[config.mk]
export PLATFORM = sky130hd
export DESIGN_NAME = annexb_keyframe_detector
export DESIGN_NICKNAME = d
export VERILOG_FILES = /design/src/hdl/akd_pkg.sv /design/src/hdl/annexb_keyframe_detector.sv
export SDC_FILE = /design/constraint.sdc
export NUM_CORES = 1
export LEC_CHECK = 0
export BUFFER_PORTS_ARGS = -buffer_cell sky130_fd_sc_hd__buf_2
export CORE_MARGIN = 3
export CORE_UTILIZATION = 49
export DETAILED_ROUTE_END_ITERATION = 6
export PLACE_DENSITY = 0.71
export REMOVE_ABC_BUFFERS = 1
export SLEW_MARGIN = 20
export SYNTH_ARGS = -nofsm -noshare
export SYNTH_HDL_FRONTEND = slang
export SYNTH_SLANG_ARGS = --single-unit
[constraint.sdc]
create_clock -name clk -period 1.6 [get_ports clk]
set_clock_uncertainty 0.1 [all_clocks]
set_input_delay 0.16 -clock clk [delete_from_list [all_inputs] [get_ports clk]]
set_output_delay 0.16 -clock clk [all_outputs]
set_load 0.005 [all_outputs]
[src/hdl/akd_pkg.sv]
// akd_pkg: constants and helper function for the annex-b keyframe detector
// no dependencies; imported by annexb_keyframe_detector
`default_nettype none

package akd_pkg;

	localparam logic [7:0] H264_TYPE_MASK  = 8'h1F;
	localparam logic [4:0] H264_IDR_TYPE   = 5'd5;
	localparam logic [7:0] H265_TYPE_MASK  = 8'h3F;
	localparam logic [5:0] H265_IRAP_FIRST = 6'd16;
	localparam logic [5:0] H265_IRAP_LAST  = 6'd23;

	localparam logic [7:0] BYTE_ZERO       = 8'h00;
	localparam logic [7:0] BYTE_ONE        = 8'h01;
	localparam logic [1:0] ZERO_RUN_MAX    = 2'd2;

	typedef logic [1:0] zero_run_t;

	// classify a nal header byte under the selected codec rules
	function automatic logic header_is_key(input logic [7:0] hdr, input logic is_h265);
		logic [7:0] t264;
		logic [7:0] t265;
		logic       key;
		t264 = hdr & H264_TYPE_MASK;
		t265 = (hdr >> 1) & H265_TYPE_MASK;
		if (is_h265) begin
			key = (t265[5:0] >= H265_IRAP_FIRST) && (t265[5:0] <= H265_IRAP_LAST);
		end else begin
			key = (t264[4:0] == H264_IDR_TYPE);
		end
		return key;
	endfunction

endpackage

`default_nettype wire

[src/hdl/annexb_keyframe_detector.sv]
// annexb_keyframe_detector: scans packet bytes for annex-b start codes and
// reports per packet whether an idr (h.264) or irap (h.265) nal unit was seen
// depends on akd_pkg
//
// Usage: bytes of one packet enter on the input channel (in_valid / in_stall,
// data_byte, last_byte), one byte per transaction. Every byte is registered,
// then classified in the following cycle against the start-code tracker.
// Only the byte marked last yields a transaction on the output channel
// (out_valid / out_stall, key_flag), written into the result register at the
// end of the cycle in which it is classified and leaves the input register.
// Throughput is one byte per cycle while the input register is not stalled;
// the limit is the update of the zero-run / header / keyframe state between
// input and result register. When the receiver stalls, the result holds in
// the output register; bytes that produce no result keep flowing, and a
// second last byte waits in the input register, which then stalls the sender.
// codec_is_h265 is written through cfg_we / cfg_wdata while no packet is in
// flight; the user is bound to this, the block itself does not enforce it.
// Reset clears all packet state, both valid flags and selects h.264.
`default_nettype none

module annexb_keyframe_detector
	import akd_pkg::*;
(
	input  wire logic       clk,
	input  wire logic       arst_n,
	input  wire logic       cfg_we,
	input  wire logic       cfg_wdata,
	input  wire logic       in_valid,
	output      logic       in_stall,
	input  wire logic [7:0] data_byte,
	input  wire logic       last_byte,
	output      logic       out_valid,
	input  wire logic       out_stall,
	output      logic       key_flag
);

	logic       codec_is_h265_q;
	logic       valid_s1;
	logic [7:0] data_s1;
	logic       last_s1;
	zero_run_t  zero_run_q;
	logic       expect_header_q;
	logic       keyframe_seen_q;
	logic       out_valid_q;
	logic       key_flag_q;

	logic       s1_move;
	logic       s1_fire;
	logic       in_fire;
	logic       key_now;
	logic       kf_next;
	zero_run_t  zero_run_next;
	logic       expect_next;

	// config register
	always_ff @(posedge clk or negedge arst_n) begin
		if (!arst_n) begin
			codec_is_h265_q <= 1'b0;
		end else if (cfg_we) begin
			codec_is_h265_q <= cfg_wdata;
		end
	end

	// stage 1 leaves unless it carries a result that cannot be placed
	assign s1_move  = !(last_s1 && out_valid_q && out_stall);
	assign s1_fire  = valid_s1 && s1_move;
	assign in_stall = valid_s1 && !s1_move;
	assign in_fire  = in_valid && !in_stall;

	// input register
	always_ff @(posedge clk or negedge arst_n) begin
		if (!arst_n) begin
			valid_s1 <= 1'b0;
		end else if (in_fire) begin
			valid_s1 <= 1'b1;
		end else if (s1_fire) begin
			valid_s1 <= 1'b0;
		end
	end

	always_ff @(posedge clk) begin
		if (in_fire) begin
			data_s1 <= data_byte;
			last_s1 <= last_byte;
		end
	end

	// start code tracking and header classification
	always_comb begin
		key_now       = 1'b0;
		zero_run_next = zero_run_q;
		expect_next   = expect_header_q;
		if (expect_header_q) begin
			key_now       = header_is_key(data_s1, codec_is_h265_q);
			expect_next   = 1'b0;
			zero_run_next = '0;
		end else if (data_s1 == BYTE_ZERO) begin
			if (zero_run_q < ZERO_RUN_MAX) begin
				zero_run_next = zero_run_q + 2'd1;
			end
		end else begin
			if ((data_s1 == BYTE_ONE) && (zero_run_q >= ZERO_RUN_MAX)) begin
				expect_next = 1'b1;
			end
			zero_run_next = '0;
		end
		kf_next = keyframe_seen_q | key_now;
	end

	// packet state, cleared on the last byte
	always_ff @(posedge clk or negedge arst_n) begin
		if (!arst_n) begin
			zero_run_q      <= '0;
			expect_header_q <= 1'b0;
			keyframe_seen_q <= 1'b0;
		end else if (s1_fire) begin
			if (last_s1) begin
				zero_run_q      <= '0;
				expect_header_q <= 1'b0;
				keyframe_seen_q <= 1'b0;
			end else begin
				zero_run_q      <= zero_run_next;
				expect_header_q <= expect_next;
				keyframe_seen_q <= kf_next;
			end
		end
	end

	// result register
	always_ff @(posedge clk or negedge arst_n) begin
		if (!arst_n) begin
			out_valid_q <= 1'b0;
		end else if (s1_fire && last_s1) begin
			out_valid_q <= 1'b1;
		end else if (!out_stall) begin
			out_valid_q <= 1'b0;
		end
	end

	always_ff @(posedge clk) begin
		if (s1_fire && last_s1) begin
			key_flag_q <= kf_next;
		end
	end

	assign out_valid = out_valid_q;
	assign key_flag  = key_flag_q;

endmodule

`default_nettype wire
; ---- Yosys cells after proc, flatten, opt, wreduce, memory -nomap -nowiden
; Cells that the tools add are included.
[word_totals]
wordCells = 47
out_inout_bits = 3
ff_bits = 17
inputBits = 15
[op_classes]
n_lt_le_gt_ge = 4
n_addsub = 1
eq_ne = 4
reduce_logical = 13
mux = 15
bitwise = 1
[op_table]
columns = operator, n
row1 = two-way mux 1 bit, 11
row2 = equality test 8 x 1 -> 1 bit (second input constant), 1
row3 = logical AND 1 bit, 8
row4 = logical NOT 8 bit, 1
row5 = two-way mux 2 bit, 4
row6 = >= comparator 6 x 5 -> 1 bit (second input constant), 1
row7 = less-or-equal comparator 6 x 5 -> 1 bit (second input constant), 1
row8 = equality test 5 x 3 -> 1 bit (second input constant), 1
row9 = != test 4 x 3 -> 1 bit (second input constant), 1
row10 = adder 2 x 1 -> 2 bit (second input constant), 1
row11 = >= comparator 2 bit (second input constant), 1
row12 = logical NOT 1 bit, 2
row13 = < comparator 2 bit (second input constant), 1
row14 = != test 2 x 1 -> 1 bit (second input constant), 1
row15 = AND reduction 2 bit, 1
row16 = nonzero test 2 bit, 1
row17 = OR 1 bit, 1

; ---- Depth between registers and ports, before layout
[depth]
depth_word = 6
depth_mapped = 4
depth_no_buf = 4

; ---- Worst setup path before layout
; No wires, ideal clock.
[synth_timing]
path_type = reg-to-reg
from = reg last_s1
to = reg data_s1[0] (enable)
path_buffers = 0
stages_incl_launch_ff = 3
path_slack_ns = 0.260
t_arrival_ns = 0.903
setup_ns = 0.337
cell_sequence = edfxtp_1 > nand4_1 > and2_1
[synth_between]
elab_chain_len = 5
[synth_rtl]
columns = item, line_no
row1 = start: declaration, annexb_keyframe_detector.sv:40  ; logic last_s1;
row2 = start signal: assignment, annexb_keyframe_detector.sv:84  ; last_s1 <= last_byte;
row3 = logical AND 1 bit (2 in series), annexb_keyframe_detector.sv:65  ; assign s1_move = !(last_s1 && out_valid_q && out_stall);
row4 = logical AND 1 bit, annexb_keyframe_detector.sv:67  ; assign in_stall = valid_s1 && !s1_move;
row5 = logical NOT 1 bit, annexb_keyframe_detector.sv:68  ; assign in_fire = in_valid && !in_stall;
row6 = logical AND 1 bit, annexb_keyframe_detector.sv:68
row7 = named net in_fire, annexb_keyframe_detector.sv:49  ; logic in_fire;
row8 = end signal: assignment, annexb_keyframe_detector.sv:83  ; data_s1 <= data_byte;
row9 = end: declaration, annexb_keyframe_detector.sv:39  ; logic [7:0] data_s1;
; The timed path passes the listed nets, and every way through them passes these cells.
; A chain may end at the register's enable or synchronous reset.

; ---- Final worst setup path
[layout_timing]
from = in cfg_wdata
to = reg codec_is_h265_q
[layout_rtl]
columns = item, line_no
row1 = start: declaration, annexb_keyframe_detector.sv:27  ; input wire logic cfg_wdata,
row2 = end signal: assignment, annexb_keyframe_detector.sv:60  ; codec_is_h265_q <= cfg_wdata;
row3 = end: declaration, annexb_keyframe_detector.sv:37  ; logic codec_is_h265_q;
; No word-level cell between the ends.

==> impl_metrics.prom <==
# TYPE chip_impl_metric gauge
chip_impl_metric{name="post_synth.cell_area_avg",unit="µm²"} 13.7
chip_impl_metric{name="buffer_ports.inserted",unit=""} 17
chip_impl_metric{name="timing_max_transition_violations_final",unit=""} 0
chip_impl_metric{name="synthesis.area",unit="µm²"} 728
chip_impl_metric{name="routed_via_density",unit=""} 5.01
chip_impl_metric{name="critPathMaxFanout",unit=""} 1
chip_impl_metric{name="grt_remaining_overflow",unit=""} 0
chip_impl_info{name="path_class_of_the_lowest_slack_min_delay_path",value="primary input to flop"} 1
chip_impl_metric{name="cts.htree.levels",unit=""} 1
chip_impl_metric{name="setup_viol",unit=""} 0
chip_impl_info{name="layout.cells.most_common",value="buf_2"} 1
chip_impl_info{name="setup.worst_path.end_class",value="flop"} 1
chip_impl_metric{name="fin_nets",unit=""} 105
chip_impl_metric{name="area.growth.synth_to_final",unit="%"} 36.8
chip_impl_metric{name="die_y",unit="µm"} 44.6
chip_impl_metric{name="postSynthCellCount",unit=""} 53
chip_impl_metric{name="worst-slew-pin-transition",unit="ns"} 0.382
chip_impl_metric{name="grt_pass1_wl",unit="µm"} 2100
chip_impl_metric{name="hpwl",unit="µm"} 932
chip_impl_metric{name="totalNegativeSetupSlack",unit="ns"} 0
chip_impl_metric{name="grt_max_degree",unit=""} 10
chip_impl_metric{name="grt_pass1_vias",unit=""} 507
chip_impl_metric{name="clkSinkCount",unit=""} 17
chip_impl_metric{name="synth_cell_types",unit=""} 22
chip_impl_metric{name="die_width",unit="µm"} 44.6
chip_impl_metric{name="dr.first_iter.drc_count",unit=""} 5
chip_impl_metric{name="grt_antenna_before_repair",unit=""} 0
chip_impl_metric{name="groute.layer.met1.usage",unit=""} 0.174
chip_impl_metric{name="gp_routability_congestion",unit=""} 0.832
chip_impl_metric{name="placement_rows",unit=""} 13
chip_impl_info{name="result_of_the_run",value="complete, no violations"} 1
chip_impl_metric{name="slew_headroom",unit=""} 0.746
chip_impl_metric{name="io_pins",unit=""} 18
chip_impl_metric{name="post_drt_wl_per_cell",unit="µm"} 13.3
chip_impl_metric{name="insertedDiodeCount",unit=""} 0
chip_impl_info{name="grt.busiest_layer",value="met2"} 1
chip_impl_info{name="ys_top_cells_by_area",value="edfxtp_1 (41%), dfrtp_1 (24%), nand2_1 (5.2%)"} 1
chip_impl_metric{name="first_pass_iters",unit=""} 4
chip_impl_metric{name="grt_use_met2",unit=""} 0.264
chip_impl_metric{name="cts_setup_buffers",unit=""} 0
chip_impl_metric{name="ctsLongestPathBuffers",unit=""} 2
chip_impl_metric{name="layout_worst_path_cycle_share",unit=""} 0.961
chip_impl_info{name="mostFrequentLayoutCells",value="buf_2 (17), dlygate4sd3_1 (13), nand2_1 (10), edfxtp_1 (10), dfrtp_1 (7)"} 1
chip_impl_metric{name="grtUsageMet3",unit=""} 0.0366
chip_impl_metric{name="yosys.area.top_type_share",unit=""} 0.412
chip_impl_info{name="timing.critical_path.from_type",value="primary input"} 1
chip_impl_info{name="post-synth-top-area-cell",value="edfxtp_1"} 1
chip_impl_metric{name="finalHoldViolations",unit=""} 0
chip_impl_metric{name="via_count",unit=""} 516
chip_impl_metric{name="ys_ff_latch",unit=""} 17
chip_impl_metric{name="route.antenna.remaining_nets",unit=""} 0
chip_impl_metric{name="drive_gt1_frac",unit=""} 0.318
chip_impl_info{name="worst_setup_path_class",value="primary input to flop"} 1
chip_impl_metric{name="period_needed",unit="ns"} 1.54
chip_impl_metric{name="worstPathRequired",unit="ns"} 1.68
chip_impl_metric{name="timing.max_cap.violations",unit=""} 0
chip_impl_metric{name="fin_util",unit=""} 0.738
chip_impl_metric{name="sequential_element_share_of_the_synthesized_area",unit=""} 0.653
chip_impl_metric{name="core",unit="µm²"} 1350
chip_impl_metric{name="drc",unit=""} 0
chip_impl_info{name="tritoncts",value="done"} 1
chip_impl_metric{name="floorplan.die_area",unit="µm²"} 1980
chip_impl_metric{name="clkTransAtPathRegs",unit="ns"} 0.10
chip_impl_metric{name="static-leakage-power",unit="nW"} 0.445
chip_impl_metric{name="num-fill-cells",unit=""} 103
chip_impl_metric{name="power_per_standard_cell_area",unit="nW/µm²"} 828
chip_impl_info{name="rsz0062_at_grt",value="false"} 1
chip_impl_metric{name="maximum_achievable_frequency",unit="MHz"} 650
chip_impl_metric{name="initial_core_util",unit=""} 0.539
chip_impl_metric{name="worstSkewPairLatency",unit="ns"} 0.29
chip_impl_metric{name="finalWirelength",unit="µm"} 1370
chip_impl_info{name="clock_tree.root_cell",value="clkbuf_4"} 1
chip_impl_metric{name="cts-buffers-inserted",unit=""} 3
chip_impl_metric{name="global_route.usage.total",unit=""} 0.157
chip_impl_metric{name="pre_cts_ws",unit="ns"} 0.203
chip_impl_metric{name="postLayoutSetupSlackWorst",unit="ns"} 0.0625
chip_impl_metric{name="yosys_warnings",unit=""} 0
chip_impl_metric{name="vdd_ir_drop_max",unit="mV"} 0.573
chip_impl_metric{name="arrival",unit="ns"} 1.62
metal layers:
metal	vias up	wire (µm)
met5	-	0
met1	229	605
met4	0	40
li1	265	-
met2	18	647
met3	4	75
critical path, stage by stage:
cell and delay (ns):
dlygate4sd3_1 0.53, buf_2 0.12, mux2_2 0.25, dlygate4sd3_1 0.56
Yosys cell counts, drive strengths merged:
master,instances
a21boi,1
a2bb2oi,2
a31oi,1
and2,1
and3,1
and4bb,2
dfrtp,7
edfxtp,10
ha,1
inv,3
mux2,1
nand2,10
nand2b,2
nand3,1
nand4,2
nand4b,1
nor2,2
nor3,1
nor4,1
o211ai,1
o21ai,1
o41ai,1
area by class of cell:
type                       instances  area, µm²  share of cell area
sequential                        17        475               0.477
multi-input combinational         33        241               0.242
timing repair buffer              31        223               0.224
clock buffer                       4       26.3              0.0264
tap                               15       18.8              0.0188
inverter                           3       11.3              0.0113
where the power goes:
part | internal (mW) | switching [mW] | total (mW)
Sequential | 0.490 | 0.0150 | 0.505
Combinational | 0.0522 | 0.0358 | 0.0880
Clock | 0.0970 | 0.134 | 0.231
Total | 0.639 | 0.185 | 0.824
what timing repair did:
item                                   CTS  global route
endpoints found under the hold margin   17             1
hold buffers                            11             2
resized for setup                        0             0
flip-flops by register name, indices dropped and copies added (netlist names):
signal           flops
codec_is_h265_q      1
out_valid            1
keyframe_seen_q      1
data_s1              8
last_s1              1
valid_s1             1
expect_header_q      1
key_flag             1
zero_run_q           2
final timing paths:
check                                start              end  slack [ns]  cells past startpoint
min in group asynchronous           arst_n  codec_is_h265_q        0.12                      2
setup reg to reg           codec_is_h265_q  codec_is_h265_q        0.17                      2
max in group asynchronous           arst_n    zero_run_q[1]        1.12                      2
hold / removal                   out_stall        out_valid        0.04                      3
setup / recovery                 cfg_wdata  codec_is_h265_q        0.06                      4
hold reg to reg              zero_run_q[0]    zero_run_q[0]        0.44                      1
metrics by stage:
| stage | cells | power (mW) | hold WS, ns | area (µm²) |
|---|---|---|---|---|
| after CTS | 101 | 0.818 | 0.00237 | 976 |
| after global routing | 103 | 0.868 | 0.0620 | 996 |
| final | 103 | 0.824 | 0.0444 | 996 |
| after global placement | 86 | 0.574 | -0.0966 | 840 |
| after detailed placement | 86 | 0.576 | -0.0959 | 840 |
| after floorplan | 53 | 0.541 | -0.236 | 728 |
cell families (layout without fill, tap and decap cells):
family,count (synthesis),count (layout),share of synthesized area
buffers and inverters,3,38,0.0155
muxes,1,1,0.0155
adders and majority gates,1,1,0.0172
and+or+nand+nor,24,24,0.211
DFF,17,17,0.653
AOI/OAI and AO/OA,7,7,0.0876
No activity file was read; power rests on OpenSTA's default activity.
